$ cat src/sv/mddt_pkg.sv
//------------------------------------------------------------------------------
// mddt_pkg
// Shared types and constants for the modular power difference test block.
//------------------------------------------------------------------------------
package mddt_pkg;

	localparam int ModulusWidthDefault  = 64;
	localparam int ExponentWidthDefault = 32;
	localparam int RegWidth             = 32;
	localparam int RegIndexWidth        = 2;

	localparam logic [RegWidth-1:0] FirstBaseReset      = 32'd2;
	localparam logic [RegWidth-1:0] FirstExponentReset  = 32'd272500658;
	localparam logic [RegWidth-1:0] SecondBaseReset     = 32'd3;
	localparam logic [RegWidth-1:0] SecondExponentReset = 32'd171928773;

	localparam logic [RegIndexWidth-1:0] RegFirstBase      = 2'd0;
	localparam logic [RegIndexWidth-1:0] RegFirstExponent  = 2'd1;
	localparam logic [RegIndexWidth-1:0] RegSecondBase     = 2'd2;
	localparam logic [RegIndexWidth-1:0] RegSecondExponent = 2'd3;

	typedef enum logic [3:0] {
		ST_IDLE,
		ST_BASE_START,
		ST_BASE_WAIT,
		ST_MUL_START,
		ST_MUL_WAIT,
		ST_SQR_START,
		ST_SQR_WAIT,
		ST_NEXT,
		ST_DONE
	} state_t;

	// Commands from the controller to the datapath.
	typedef struct packed {
		logic load;       // capture modulus, start with the first power
		logic base_start; // reduce base mod p (shift-add by one)
		logic mul_start;  // acc := acc * sq mod p
		logic sqr_start;  // sq := sq * sq mod p
		logic shift_exp;  // drop the low exponent bit
		logic next_power; // store first residue, set up second power
		logic finish;     // write result register
	} dp_cmd_t;

	typedef struct packed {
		logic mm_busy;
		logic exp_bit;
		logic exp_last;  // remaining exponent is at most one bit
		logic exp_zero;
		logic second;    // working on the second power
	} dp_status_t;

endpackage

$ cat src/sv/mddt_modmul.sv
//------------------------------------------------------------------------------
// mddt_modmul
// Bit-serial modular multiplier: x * y mod m, one multiplier bit per cycle.
//------------------------------------------------------------------------------
module mddt_modmul #(
	parameter int W  = mddt_pkg::ModulusWidthDefault,
	parameter int YW = W
) (
	input  logic          clk,
	input  logic          arst_n,
	input  logic          start,
	input  logic [W-1:0]  x,
	input  logic [YW-1:0] y,
	input  logic [W-1:0]  m,
	output logic          busy,
	output logic [W-1:0]  result
);
	import mddt_pkg::*;

	localparam int CW = $clog2(YW + 1);

	logic [W-1:0]  acc_q;
	logic [W-1:0]  x_q;
	logic [YW-1:0] y_q;
	logic [CW-1:0] cnt_q;
	logic          busy_q;
	logic [W:0]    dbl;
	logic [W-1:0]  dbl_r;
	logic [W:0]    add;
	logic [W-1:0]  add_r;

	// Both operands are below m, so one conditional subtract reduces each step.
	always_comb begin
		dbl   = {acc_q, 1'b0};
		dbl_r = (dbl >= {1'b0, m}) ? W'(dbl - {1'b0, m}) : dbl[W-1:0];
		add   = {1'b0, dbl_r} + {1'b0, x_q};
		add_r = (add >= {1'b0, m}) ? W'(add - {1'b0, m}) : add[W-1:0];
	end

	always_ff @(posedge clk or negedge arst_n) begin
		if (!arst_n) begin
			busy_q <= 1'b0;
			cnt_q  <= '0;
		end else if (start) begin
			busy_q <= 1'b1;
			cnt_q  <= CW'(YW);
		end else if (busy_q) begin
			cnt_q <= cnt_q - CW'(1);
			if (cnt_q == CW'(1)) begin
				busy_q <= 1'b0;
			end
		end
	end

	always_ff @(posedge clk) begin
		if (start) begin
			acc_q <= '0;
			x_q   <= x;
			y_q   <= y;
		end else if (busy_q) begin
			acc_q <= y_q[YW-1] ? add_r : dbl_r;
			y_q   <= {y_q[YW-2:0], 1'b0};
		end
	end

	assign busy   = busy_q;
	assign result = acc_q;

`ifndef ASSERT_OFF
	a_cnt_idle: assert property (@(posedge clk) disable iff (!arst_n)
		!busy_q |-> cnt_q == '0) else $error("counter nonzero while idle");
	a_res_lt_m: assert property (@(posedge clk) disable iff (!arst_n)
		$fell(busy_q) && (x_q < m) && (m != '0) |-> acc_q < m)
		else $error("product not reduced");
	a_start_busy: assert property (@(posedge clk) disable iff (!arst_n)
		start |=> busy_q) else $error("start did not raise busy");
`endif
endmodule

$ cat src/sv/mddt_datapath.sv
//------------------------------------------------------------------------------
// mddt_datapath
// Operand registers, exponent shifter and the shared modular multiplier.
//------------------------------------------------------------------------------
module mddt_datapath #(
	parameter int MW = mddt_pkg::ModulusWidthDefault,
	parameter int EW = mddt_pkg::ExponentWidthDefault
) (
	input  logic                               clk,
	input  logic                               arst_n,
	input  mddt_pkg::dp_cmd_t                  cmd,
	input  logic [63:0]                        modulus,
	input  logic [mddt_pkg::RegWidth-1:0]      first_base,
	input  logic [mddt_pkg::RegWidth-1:0]      first_exponent,
	input  logic [mddt_pkg::RegWidth-1:0]      second_base,
	input  logic [mddt_pkg::RegWidth-1:0]      second_exponent,
	output mddt_pkg::dp_status_t               status,
	output logic [63:0]                        first_residue,
	output logic [63:0]                        second_residue,
	output logic                               divides
);
	import mddt_pkg::*;

	localparam int BW = (RegWidth > MW) ? RegWidth : MW;

	logic [MW-1:0] m_q;
	logic [MW-1:0] acc_q;
	logic [MW-1:0] sq_q;
	logic [MW-1:0] first_q;
	logic [EW-1:0] e_q;
	logic          second_q;
	logic [63:0]   res1_q;
	logic [63:0]   res2_q;
	logic          div_q;
	logic          mm_start;
	logic [MW-1:0] mm_x;
	logic [BW-1:0] mm_y;
	logic [MW-1:0] mm_res;
	logic          mm_busy;
	logic [MW-1:0] one_mod;
	logic [BW-1:0] base_ext;

	assign one_mod = (m_q == MW'(1)) ? '0 : MW'(1);

	// Exponents are used in their low EW bits.
	function automatic logic [EW-1:0] pick_exp(input logic [RegWidth-1:0] e);
		logic [63:0] w;
		begin
			w = 64'(e);
			return w[EW-1:0];
		end
	endfunction

	assign base_ext = second_q ? BW'(second_base) : BW'(first_base);

	// For base reduction x = 1 mod p and y = the full base; the shift-add
	// stays reduced although y itself may exceed m.
	always_comb begin
		mm_start = cmd.base_start | cmd.mul_start | cmd.sqr_start;
		if (cmd.base_start) begin
			mm_x = one_mod;
			mm_y = base_ext;
		end else if (cmd.mul_start) begin
			mm_x = acc_q;
			mm_y = BW'(sq_q);
		end else begin
			mm_x = sq_q;
			mm_y = BW'(sq_q);
		end
	end

	mddt_modmul #(.W(MW), .YW(BW)) u_mul (
		.clk    (clk),
		.arst_n (arst_n),
		.start  (mm_start),
		.x      (mm_x),
		.y      (mm_y),
		.m      (m_q),
		.busy   (mm_busy),
		.result (mm_res)
	);

	typedef enum logic [1:0] {W_NONE, W_BASE, W_ACC, W_SQ} wb_t;
	wb_t wb_q;

	always_ff @(posedge clk or negedge arst_n) begin
		if (!arst_n) begin
			wb_q     <= W_NONE;
			second_q <= 1'b0;
			div_q    <= 1'b0;
		end else begin
			if (cmd.base_start) wb_q <= W_BASE;
			else if (cmd.mul_start) wb_q <= W_ACC;
			else if (cmd.sqr_start) wb_q <= W_SQ;
			else if (!mm_busy) wb_q <= W_NONE;
			if (cmd.load) second_q <= 1'b0;
			else if (cmd.next_power) second_q <= 1'b1;
			if (cmd.finish) div_q <= (m_q != '0) && (first_q == acc_q);
		end
	end

	always_ff @(posedge clk) begin
		if (cmd.load) begin
			m_q <= modulus[MW-1:0];
		end
		if (cmd.load || cmd.next_power) begin
			acc_q <= (modulus[MW-1:0] == MW'(1) && cmd.load) ? '0 :
				(cmd.load ? MW'(1) : one_mod);
			e_q   <= cmd.load ? pick_exp(first_exponent) : pick_exp(second_exponent);
		end else if (cmd.shift_exp) begin
			e_q <= e_q >> 1;
		end else if (!mm_busy && wb_q == W_ACC) begin
			acc_q <= mm_res;
		end
		if (!mm_busy && (wb_q == W_BASE || wb_q == W_SQ)) begin
			sq_q <= mm_res;
		end
		if (cmd.next_power) begin
			first_q <= acc_q;
		end
		if (cmd.finish) begin
			res1_q <= (m_q == '0) ? '0 : 64'(first_q);
			res2_q <= (m_q == '0) ? '0 : 64'(acc_q);
		end
	end

	assign status.mm_busy  = mm_busy | (wb_q != W_NONE);
	assign status.exp_bit  = e_q[0];
	assign status.exp_last = (e_q >> 1) == '0;
	assign status.exp_zero = (e_q == '0);
	assign status.second   = second_q;
	assign first_residue   = res1_q;
	assign second_residue  = res2_q;
	assign divides         = div_q;

`ifndef ASSERT_OFF
	a_one_cmd: assert property (@(posedge clk) disable iff (!arst_n)
		$onehot0({cmd.base_start, cmd.mul_start, cmd.sqr_start}))
		else $error("two multiplier commands at once");
	a_no_start_busy: assert property (@(posedge clk) disable iff (!arst_n)
		(cmd.mul_start || cmd.sqr_start) |-> !mm_busy)
		else $error("multiplier started while busy");
	a_acc_red: assert property (@(posedge clk) disable iff (!arst_n)
		cmd.finish && m_q != '0 |-> acc_q < m_q) else $error("residue not reduced");
`endif
endmodule

$ cat src/sv/mddt_ctrl.sv
//------------------------------------------------------------------------------
// mddt_ctrl
// Sequencer for right-to-left square-and-multiply over two powers.
//------------------------------------------------------------------------------
module mddt_ctrl (
	input  logic                 clk,
	input  logic                 arst_n,
	input  logic                 s_tvalid,
	output logic                 s_tready,
	output logic                 m_tvalid,
	input  logic                 m_tready,
	input  mddt_pkg::dp_status_t status,
	output mddt_pkg::dp_cmd_t    cmd
);
	import mddt_pkg::*;

	state_t state_q, state_d;
	logic   out_valid_q;

	always_comb begin
		state_d = state_q;
		unique case (state_q)
			ST_IDLE:       if (s_tvalid && !out_valid_q) state_d = ST_BASE_START;
			ST_BASE_START: state_d = ST_BASE_WAIT;
			ST_BASE_WAIT:  if (!status.mm_busy) state_d = status.exp_zero ? ST_NEXT :
				(status.exp_bit ? ST_MUL_START : (status.exp_last ? ST_NEXT : ST_SQR_START));
			ST_MUL_START:  state_d = ST_MUL_WAIT;
			ST_MUL_WAIT:   if (!status.mm_busy) state_d = status.exp_last ? ST_NEXT : ST_SQR_START;
			ST_SQR_START:  state_d = ST_SQR_WAIT;
			ST_SQR_WAIT:   if (!status.mm_busy) state_d = status.exp_bit ? ST_MUL_START :
				(status.exp_last ? ST_NEXT : ST_SQR_START);
			ST_NEXT:       state_d = status.second ? ST_DONE : ST_BASE_START;
			ST_DONE:       state_d = ST_IDLE;
			default:       state_d = ST_IDLE;
		endcase
	end

	// The exponent shifts as each squaring starts, so the bit seen after it is
	// the next one to multiply by.
	always_comb begin
		cmd = '0;
		unique case (state_q)
			ST_IDLE:       cmd.load = s_tvalid && !out_valid_q;
			ST_BASE_START: cmd.base_start = 1'b1;
			ST_MUL_START:  cmd.mul_start = 1'b1;
			ST_SQR_START:  begin
				cmd.sqr_start = 1'b1;
				cmd.shift_exp = 1'b1;
			end
			ST_NEXT:       cmd.next_power = !status.second;
			ST_DONE:       cmd.finish = 1'b1;
			default:       cmd = '0;
		endcase
	end

	always_ff @(posedge clk or negedge arst_n) begin
		if (!arst_n) begin
			state_q     <= ST_IDLE;
			out_valid_q <= 1'b0;
		end else begin
			state_q <= state_d;
			if (cmd.finish) out_valid_q <= 1'b1;
			else if (m_tready) out_valid_q <= 1'b0;
		end
	end

	assign s_tready = (state_q == ST_IDLE) && !out_valid_q;
	assign m_tvalid = out_valid_q;

`ifndef ASSERT_OFF
	a_accept_idle: assert property (@(posedge clk) disable iff (!arst_n)
		s_tvalid && s_tready |=> state_q == ST_BASE_START)
		else $error("accept did not start work");
	a_done_valid: assert property (@(posedge clk) disable iff (!arst_n)
		state_q == ST_DONE |=> m_tvalid) else $error("result not presented");
	a_busy_noacc: assert property (@(posedge clk) disable iff (!arst_n)
		state_q != ST_IDLE |-> !s_tready) else $error("ready while working");
`endif
endmodule

$ cat src/sv/modexp_difference_divisibility_test_core.sv
// Work: each modular multiplication runs on the bit-serial multiplier. A power costs
// one base reduction, one multiply per set exponent bit and one squaring per bit below
// the top set bit.
// Throughput: one item at a time; next item accepted the cycle after the result is taken.
// Reset: arst_n clears control and restores the configuration registers to their reset values.
//------------------------------------------------------------------------------
// modexp_difference_divisibility_test_core
// Computes two modular powers modulo a given modulus and flags equal residues.
//------------------------------------------------------------------------------
module modexp_difference_divisibility_test_core #(
	parameter int MODULUS_WIDTH  = mddt_pkg::ModulusWidthDefault,
	parameter int EXPONENT_WIDTH = mddt_pkg::ExponentWidthDefault
) (
	input  logic                                 clk,
	input  logic                                 arst_n,
	input  logic                                 s_tvalid,
	output logic                                 s_tready,
	input  logic [63:0]                          s_tdata,  // [63:0] modulus
	output logic                                 m_tvalid,
	input  logic                                 m_tready,
	output logic [135:0]                         m_tdata,  // first_residue, second_residue, divides, zero pad
	input  logic                                 cfg_we,
	input  logic [mddt_pkg::RegIndexWidth-1:0]   cfg_index,
	input  logic [mddt_pkg::RegWidth-1:0]        cfg_data
);
	import mddt_pkg::*;

	logic [RegWidth-1:0] fb_q, fe_q, sb_q, se_q;
	dp_cmd_t    cmd;
	dp_status_t status;
	logic [63:0] r1, r2;
	logic        dv;

	always_ff @(posedge clk or negedge arst_n) begin
		if (!arst_n) begin
			fb_q <= FirstBaseReset;
			fe_q <= FirstExponentReset;
			sb_q <= SecondBaseReset;
			se_q <= SecondExponentReset;
		end else if (cfg_we) begin
			unique case (cfg_index)
				RegFirstBase:      fb_q <= cfg_data;
				RegFirstExponent:  fe_q <= cfg_data;
				RegSecondBase:     sb_q <= cfg_data;
				RegSecondExponent: se_q <= cfg_data;
				default:           fb_q <= fb_q;
			endcase
		end
	end

	mddt_ctrl u_ctrl (
		.clk      (clk),
		.arst_n   (arst_n),
		.s_tvalid (s_tvalid),
		.s_tready (s_tready),
		.m_tvalid (m_tvalid),
		.m_tready (m_tready),
		.status   (status),
		.cmd      (cmd)
	);

	mddt_datapath #(.MW(MODULUS_WIDTH), .EW(EXPONENT_WIDTH)) u_dp (
		.clk             (clk),
		.arst_n          (arst_n),
		.cmd             (cmd),
		.modulus         (s_tdata),
		.first_base      (fb_q),
		.first_exponent  (fe_q),
		.second_base     (sb_q),
		.second_exponent (se_q),
		.status          (status),
		.first_residue   (r1),
		.second_residue  (r2),
		.divides         (dv)
	);

	assign m_tdata = {7'd0, dv, r2, r1};
endmodule
$ cat config.mk
export PLATFORM = sky130hd
export DESIGN_NAME = modexp_difference_divisibility_test_core
export DESIGN_NICKNAME = d
export VERILOG_FILES = /design/src/sv/mddt_pkg.sv /design/src/sv/mddt_modmul.sv /design/src/sv/mddt_datapath.sv /design/src/sv/mddt_ctrl.sv /design/src/sv/modexp_difference_divisibility_test_core.sv
export SDC_FILE = /design/constraint.sdc
export NUM_CORES = 2
export LEC_CHECK = 0
export BUFFER_PORTS_ARGS = -buffer_cell sky130_fd_sc_hd__buf_2
export CORE_AREA = 8 8 292 294
export DETAILED_ROUTE_END_ITERATION = 7
export DIE_AREA = 0 0 300 302
export GPL_TIMING_DRIVEN = 1
export HOLD_SLACK_MARGIN = 0.03
export PLACE_DENSITY = 0.71
export SETUP_SLACK_MARGIN = 0.05
export SLEW_MARGIN = 20
export SYNTH_ARGS = -nofsm -noshare
export SYNTH_HDL_FRONTEND = slang
export SYNTH_SLANG_ARGS = --single-unit
$ cat constraint.sdc
create_clock -name clk -period 13.73 [get_ports clk]
set_clock_uncertainty 0.15 [all_clocks]
set_input_delay 1.373 -clock clk [delete_from_list [all_inputs] [get_ports clk]]
set_output_delay 1.373 -clock clk [all_outputs]
set_load 0.03 [all_outputs]
=== Yosys cells after proc, flatten, opt, wreduce, memory -nomap -nowiden ===
Cells that the tools add are included.

* Add/subtract/negate cells: 4
* Magnitude comparators: 2
* Equality and inequality tests: 24
* Mux-type cells: 46
* Bitwise logic cells: 3
* Reductions and logical operators: 29

{| class="wikitable"
|+ Operators with widths
! cell !! count
|-
| two-way mux 64 bit || 13
|-
| greater-or-equal comparator 65 x 64 -> 1 bit || 2
|-
| equality test 64 x 1 -> 1 bit, second input constant || 2
|-
| two-way mux 32 bit || 4
|-
| subtractor 64 bit || 2
|-
| adder 64 x 64 -> 65 bit || 1
|-
| equality test 64 bit || 1
|-
| zero test 32 bit || 2
|-
| zero test 64 bit || 1
|-
| nonzero test 64 bit || 1
|-
| case mux 4 bit (8 select lines) || 1
|-
| two-way mux 4 bit || 7
|-
| equality test 4 x 3 -> 1 bit, second input constant || 4
|-
| two-way mux 7 bit || 2
|-
| two-way mux 1 bit || 13
|-
| two-way mux 2 bit || 6
|-
| nonzero test 2 bit || 6
|-
| AND reduction 2 bit || 5
|-
| equality test 2 bit, second input constant || 4
|-
| equality test 4 x 2 -> 1 bit, second input constant || 2
|-
| equality test 7 x 1 -> 1 bit, second input constant || 1
|-
| subtractor 7 x 1 -> 7 bit, second input constant || 1
|-
| logical AND 1 bit || 6
|-
| != test 2 bit, second input constant || 3
|-
| other kinds (11) || 18
|}

* Register bits after elaboration: 753
* Input bits: 103
* Output and inout port bits: 138
* Logic and storage cells: 129

=== Longest topological paths before layout ===
* Depth in word-level cells: 6
* Mapped depth: 42
* Depth with buffers taken out: 36

=== By module ===
A second synthesis with hierarchy kept.

* Cells, all modules: 4047
* Area total of the unflattened synthesis: 43523.0 sq um

{| class="wikitable"
|+ By module, submodules not included
! module !! times used !! cells each !! area an instance (sq um) !! sequential area each (sq um)
|-
| mddt_modmul || 1 || 2525 || 20761.2 || 5325.1
|-
| mddt_datapath || 1 || 1202 || 17550.6 || 12592.1
|-
| modexp_difference_divisibility_test_core || 1 || 281 || 4848.4 || 3243.1
|-
| mddt_ctrl || 1 || 39 || 362.8 || 125.1
|}

=== Worst setup path before layout ===
Ideal clock, no wire load.

* Path kind: register to register
* Start point: register u_dp.m_q[6]
* End point: register u_dp.u_mul.acc_q[50], in the netlist u_dp.u_mul.result[50]
* Setup time: 0.117 ns
* Arrival: 7.897 ns
* Data required time: 13.463 ns
* Setup slack: 5.566 ns
* Cell stages (with the launch flop): 38
* Buffers on the path: 4
* Clock period less this slack: 8.164 ns
* Cells stage by stage: edfxtp_1 -> inv_1 -> ha_1 -> a21o_1 -> or3_1 -> o211ai_1 -> nand4_1 -> and4b_1 -> o211a_1 -> o21ai_4 -> nand2_2 -> buf_2 -> mux2_1 -> ha_1 -> a21oi_1 -> a21boi_1 -> a311oi_2 -> a31oi_4 -> (+2 left out) -> a2111oi_4 -> o31ai_1 -> xor2_1 -> ha_1 -> clkbuf_1 -> a21o_1 -> a21oi_1 -> o21bai_1 -> a211o_1 -> a211oi_1 -> o2111ai_1 -> a41o_1 -> or2_1 -> buf_2 -> buf_4 -> a21oi_1 -> a21bo_1 -> a32o_1

* Longest elaborated chain between the ends: 6
* Elaborated cells on any way between the ends: 8
* Those cells by class: 3 x add/sub; 2 x order compare; 3 x mux

{| class="wikitable"
|+ RTL lines
! element !! line !! source
|-
| from (decl) || mddt_datapath.sv:26 || <nowiki>logic [MW-1:0] m_q;</nowiki>
|-
| from (signal assigned) || mddt_datapath.sv:104 || <nowiki>m_q <= modulus[MW-1:0];</nowiki>
|-
| subtractor 64 bit / greater-or-equal comparator 65 x 64 -> 1 bit (equally long branches) || mddt_modmul.sv:35 || <nowiki>dbl_r = (dbl >= {1'b0, m}) ? W'(dbl - {1'b0, m}) : dbl[W-1:0];</nowiki>
|-
| two-way mux 64 bit || mddt_modmul.sv:35 ||
|-
| adder 64 x 64 -> 65 bit || mddt_modmul.sv:36 || <nowiki>add = {1'b0, dbl_r} + {1'b0, x_q};</nowiki>
|-
| subtractor 64 bit / greater-or-equal comparator 65 x 64 -> 1 bit (equally long branches) || mddt_modmul.sv:37 || <nowiki>add_r = (add >= {1'b0, m}) ? W'(add - {1'b0, m}) : add[W-1:0];</nowiki>
|-
| two-way mux 64 bit || mddt_modmul.sv:37 ||
|-
| two-way mux 64 bit * || mddt_modmul.sv:61 || <nowiki>acc_q <= y_q[YW-1] ? add_r : dbl_r;</nowiki>
|-
| to (signal assigned) || mddt_modmul.sv:61 ||
|-
| to (decl) || mddt_modmul.sv:22 || <nowiki>logic [W-1:0] acc_q;</nowiki>
|}

Mark *: on every way between the ends. The rest lies on a longest branch, timed or not.
A chain may end at the register's enable or synchronous reset.

=== Worst setup path after layout ===
* Start point: register u_dp.m_q[1]
* End point: register u_dp.u_mul.acc_q[15], in the netlist u_dp.u_mul.result[15]

Same word-level chain as after synthesis.

==> flow_summary.ini <==
[outcome]
run_status = finished clean

[synthesis]
number_of_flops_mapped_to_enable_cells_by_yosys = 544
synthTopCellsByArea = sky130_fd_sc_hd__edfxtp_1, sky130_fd_sc_hd__dfrtp_1, sky130_fd_sc_hd__ha_1
synth.distinct_cells = 93
syn_area_sq_um = 43000
synthDominantCellAreaShare_pct = 38.0
yosysTopAreaCell = sky130_fd_sc_hd__edfxtp_1
yosysWarningCount = 0
syn_avg_cell_area_sq_um = 10.5
synthTopCellsByCount = sky130_fd_sc_hd__edfxtp_1, sky130_fd_sc_hd__nand2_1, sky130_fd_sc_hd__a21oi_1
synthArstFlopShare_pct = 19.3
synth_seq_cells = 753
synth_ff_type = sky130_fd_sc_hd__edfxtp_1
most_frequent_cell_after_synthesis = sky130_fd_sc_hd__edfxtp_1
syn-instance-count = 4103
ys_seq_area_share_pct = 49.6

[routing]
viasPerCell = 6.28
route.vias.total = 33712
detail_route.first_pass.iterations = 7
drt_iter0_drc = 4303
drt-wirelength-per-cell_microns = 26.2
route.detailed.drc = 0
routed_wirelength_mm = 140
ant_nets = 0

[die]
fp-row-count = 105
top_level_ports = 241
initial_core_utilization_pct = 53.1
die_width_microns = 300
die_height_microns = 302
design.die.area_sq_um = 90600
core-area_sq_um = 80900

[clock_tree]
clk_transition_reported_paths_ns = 0.06
clock_sinks = 753
post_cts_hold_buffer_count = 0
root_buffer = sky130_fd_sc_hd__clkbuf_16
cts_resized = 0
clock_path_buffers = 3
cts_max_level = 3
clock_latency_late_sink_ns = 0.67
number_of_cts_inserted_buffers = 80
cts_tree = yes
cts.repair_timing.setup_buffer_count = 0

[setup_path]
critical_path_class = register to register
cpPeakStageDelay_ns = 0.69
ff2ff_path_depth = 36
crit_fanout = 64
critical_path_arrival_ns = 11.10
critPathCaptureType = register
start_kind = register
timing.critical_path.mode_cell = sky130_fd_sc_hd__ha_1
cell_type_of_the_slowest_stage_on_the_worst_timing_path = sky130_fd_sc_hd__buf_4
timing.critical_path.required_ns = 14.08

[timing]
hold_viol = 0
final.min_clock_period_ns = 10.74
max-slew-margin-rel_pct = 24.2
fmax_ghz = 0.0931
timing.final.setup_violations = 0
setup-tns-final_ns = 0
period_utilization_pct = 78.2
finalMaxSlewViolations = 0
rsz0062_at_grt = false
tightestPinTransition_ns = 1.13

[placement]
io_buffers = 233
placed_area_sq_um = 44900
dp_hpwl_mm = 107
routabilityCongestion = 1.01

[global_route]
grt_util_all_layers_pct = 30.0
grt_antenna_before_repair = 3
grt_max_degree = 130
grt_first_pass_wirelength_mm = 204
grt_pass1_vias = 31615
global_route.overflow_total = 0

[pwr]
power-per-cell-area_nw_per_um2 = 101
power.static_leakage_nw = 18.6
internal-power_mw = 3.77
power.switching_mw = 1.05
sw_frac_of_total_pct = 21.8
power.clock.fraction_pct = 44.4
p_seq_share_pct = 52.6
power.share.combinational_pct = 3.0
worst_ir_drop_vdd_v = 0.000102

[job]
number_of_violations_of_the_max_capacitance_limit = 0

[hold_path]
worstHoldPathCells = 1
class_of_the_most_critical_hold_timing_path = register to register

[finish]
fillerInstances = 6934
ratio_of_cells_with_drive_above_1_in_the_final_layout_pct = 13.9
num_antenna_cells = 0
flow.area_growth_from_synthesis_pct = 10.6
postLayoutCoreUtil_pct = 58.7
finish.instance_area_sq_um = 47500
final_net_count = 4532
## power by group through the flow
stage / Sequential, mW / Clock (mW) / Combinational, mW
after floorplan: 2.57 / 0 / 0.0878
after global placement: 2.58 / 0 / 0.139
after detailed placement: 2.58 / 0 / 0.144
after CTS: 2.53 / 2.16 / 0.145
after global routing: 2.54 / 2.25 / 0.154
final: 2.54 / 2.14 / 0.142
## flip-flops by register name (all words and copies together), names as in the netlist, 64 cells and up
register and flops:
u_dp.acc_q 64, u_dp.second_residue 64, u_dp.first_residue 64, u_dp.u_mul.x_q 64
u_dp.sq_q 64, u_dp.first_q 64, u_dp.u_mul.result 64, u_dp.m_q 64
u_dp.u_mul.y_q 64
## kinds of logic (layout without fill, tap and decap cells)
logic type,Yosys count,after routing,synth area share (%)
other,1,7,0.00873
adder cells (fa/ha/maj),197,197,5.79
AND/OR/NAND/NOR,1252,1252,14.5
AO/OA/AOI/OAI,1035,1035,15.3
buffers and inverters,362,549,3.32
multiplexers,257,257,6.52
XOR/XNOR,246,246,5.02
flip-flops,753,753,49.6
## final timing paths
check,slack (ns),startpoint,endpoint
worst max register to register,2.99,u_dp.m_q[1],u_dp.u_mul.result[15]
min in group asynchronous,0.57,arst_n,se_q[22]
worst min-delay path,0.34,u_dp.divides,u_dp.divides
worst max-delay path,2.99,u_dp.m_q[1],u_dp.u_mul.result[15]
worst min register to register,0.34,u_dp.divides,u_dp.divides
max in group asynchronous,11.64,arst_n,u_dp.second_q
## per-stage QoR
| step | hold WS (ns) | worst slack [ns] | instances | power (mW) |
|---|---|---|---|---|
| after global routing | 0.355 | 2.41 | 5366 | 4.94 |
| after detailed placement | 0.329 | 3.09 | 5220 | 2.73 |
| after floorplan | 0.287 | 5.57 | 4109 | 2.66 |
| final | 0.342 | 2.99 | 5366 | 4.82 |
| after CTS | 0.342 | 3.05 | 5366 | 4.84 |
| after global placement | 0.325 | 3.13 | 5220 | 2.72 |
## worst max-delay path, delay by kind of cell, from the launching register on
kind | cells | cell delay [ns]
adders and majority gates | 4 | 1.28
AOI/OAI and AO/OA | 17 | 3.95
DFF | 1 | 0.51
xor gates and xnor gates | 1 | 0.49
and+or+nand+nor | 8 | 1.89
buffers and inverters | 3 | 1.20
muxes | 3 | 1.00
## layout by cell type, fill, tap and decap left out, types with 18 or more instances in the layout
master / Yosys / routed
sky130_fd_sc_hd__xor2_1: 116 / 116
sky130_fd_sc_hd__o21ai_1: 35 / 35
sky130_fd_sc_hd__o21bai_1: 50 / 50
sky130_fd_sc_hd__dfstp_2: 32 / 32
sky130_fd_sc_hd__clkbuf_1: 184 / 26
sky130_fd_sc_hd__mux2_1: 44 / 44
sky130_fd_sc_hd__nor2_1: 180 / 177
sky130_fd_sc_hd__inv_1: 133 / 129
sky130_fd_sc_hd__clkbuf_16: 0 / 80
sky130_fd_sc_hd__buf_2: 16 / 232
sky130_fd_sc_hd__a211oi_1: 47 / 47
sky130_fd_sc_hd__o21a_1: 18 / 18
sky130_fd_sc_hd__dfrtp_1: 113 / 112
sky130_fd_sc_hd__a21oi_1: 308 / 308
sky130_fd_sc_hd__o211ai_1: 36 / 36
sky130_fd_sc_hd__nand3_1: 61 / 61
sky130_fd_sc_hd__and2_1: 204 / 204
sky130_fd_sc_hd__nand2_1: 463 / 461
sky130_fd_sc_hd__buf_4: 10 / 34
sky130_fd_sc_hd__nand4_1: 78 / 78
sky130_fd_sc_hd__nand3b_1: 36 / 36
sky130_fd_sc_hd__dfxtp_1: 64 / 64
sky130_fd_sc_hd__nor4_1: 62 / 60
sky130_fd_sc_hd__ha_1: 194 / 194
sky130_fd_sc_hd__o21ai_0: 217 / 217
sky130_fd_sc_hd__a21o_1: 98 / 98
sky130_fd_sc_hd__xnor2_1: 130 / 130
sky130_fd_sc_hd__mux2i_1: 75 / 75
sky130_fd_sc_hd__a31oi_1: 34 / 34
sky130_fd_sc_hd__nor3_1: 43 / 41
sky130_fd_sc_hd__mux2_2: 138 / 138
sky130_fd_sc_hd__o31ai_1: 39 / 39
sky130_fd_sc_hd__edfxtp_1: 544 / 544
sky130_fd_sc_hd__a22o_1: 40 / 40
sky130_fd_sc_hd__and3_1: 47 / 47
## cell type report
cell class,count,area (sq um),share of cell area (%)
flip-flops and latches,753,21300,44.8
multi-input cells,2994,20300,42.8
clock buffers,110,2150,4.54
repair buffers,269,1460,3.07
well taps,1070,1340,2.82
inverters,134,509,1.07
clock inverters,36,412,0.867
## metal layers
metal | track usage [%] | wire (microns) | vias up
li1 | - | - | 15371
met1 | 45.4 | 63100 | 16374
met2 | 42.6 | 57600 | 1789
met3 | 7.20 | 16000 | 178
met4 | 8.06 | 3710 | 0
met5 | 0 | 0 | -
(Power assumes the default switching activity.)
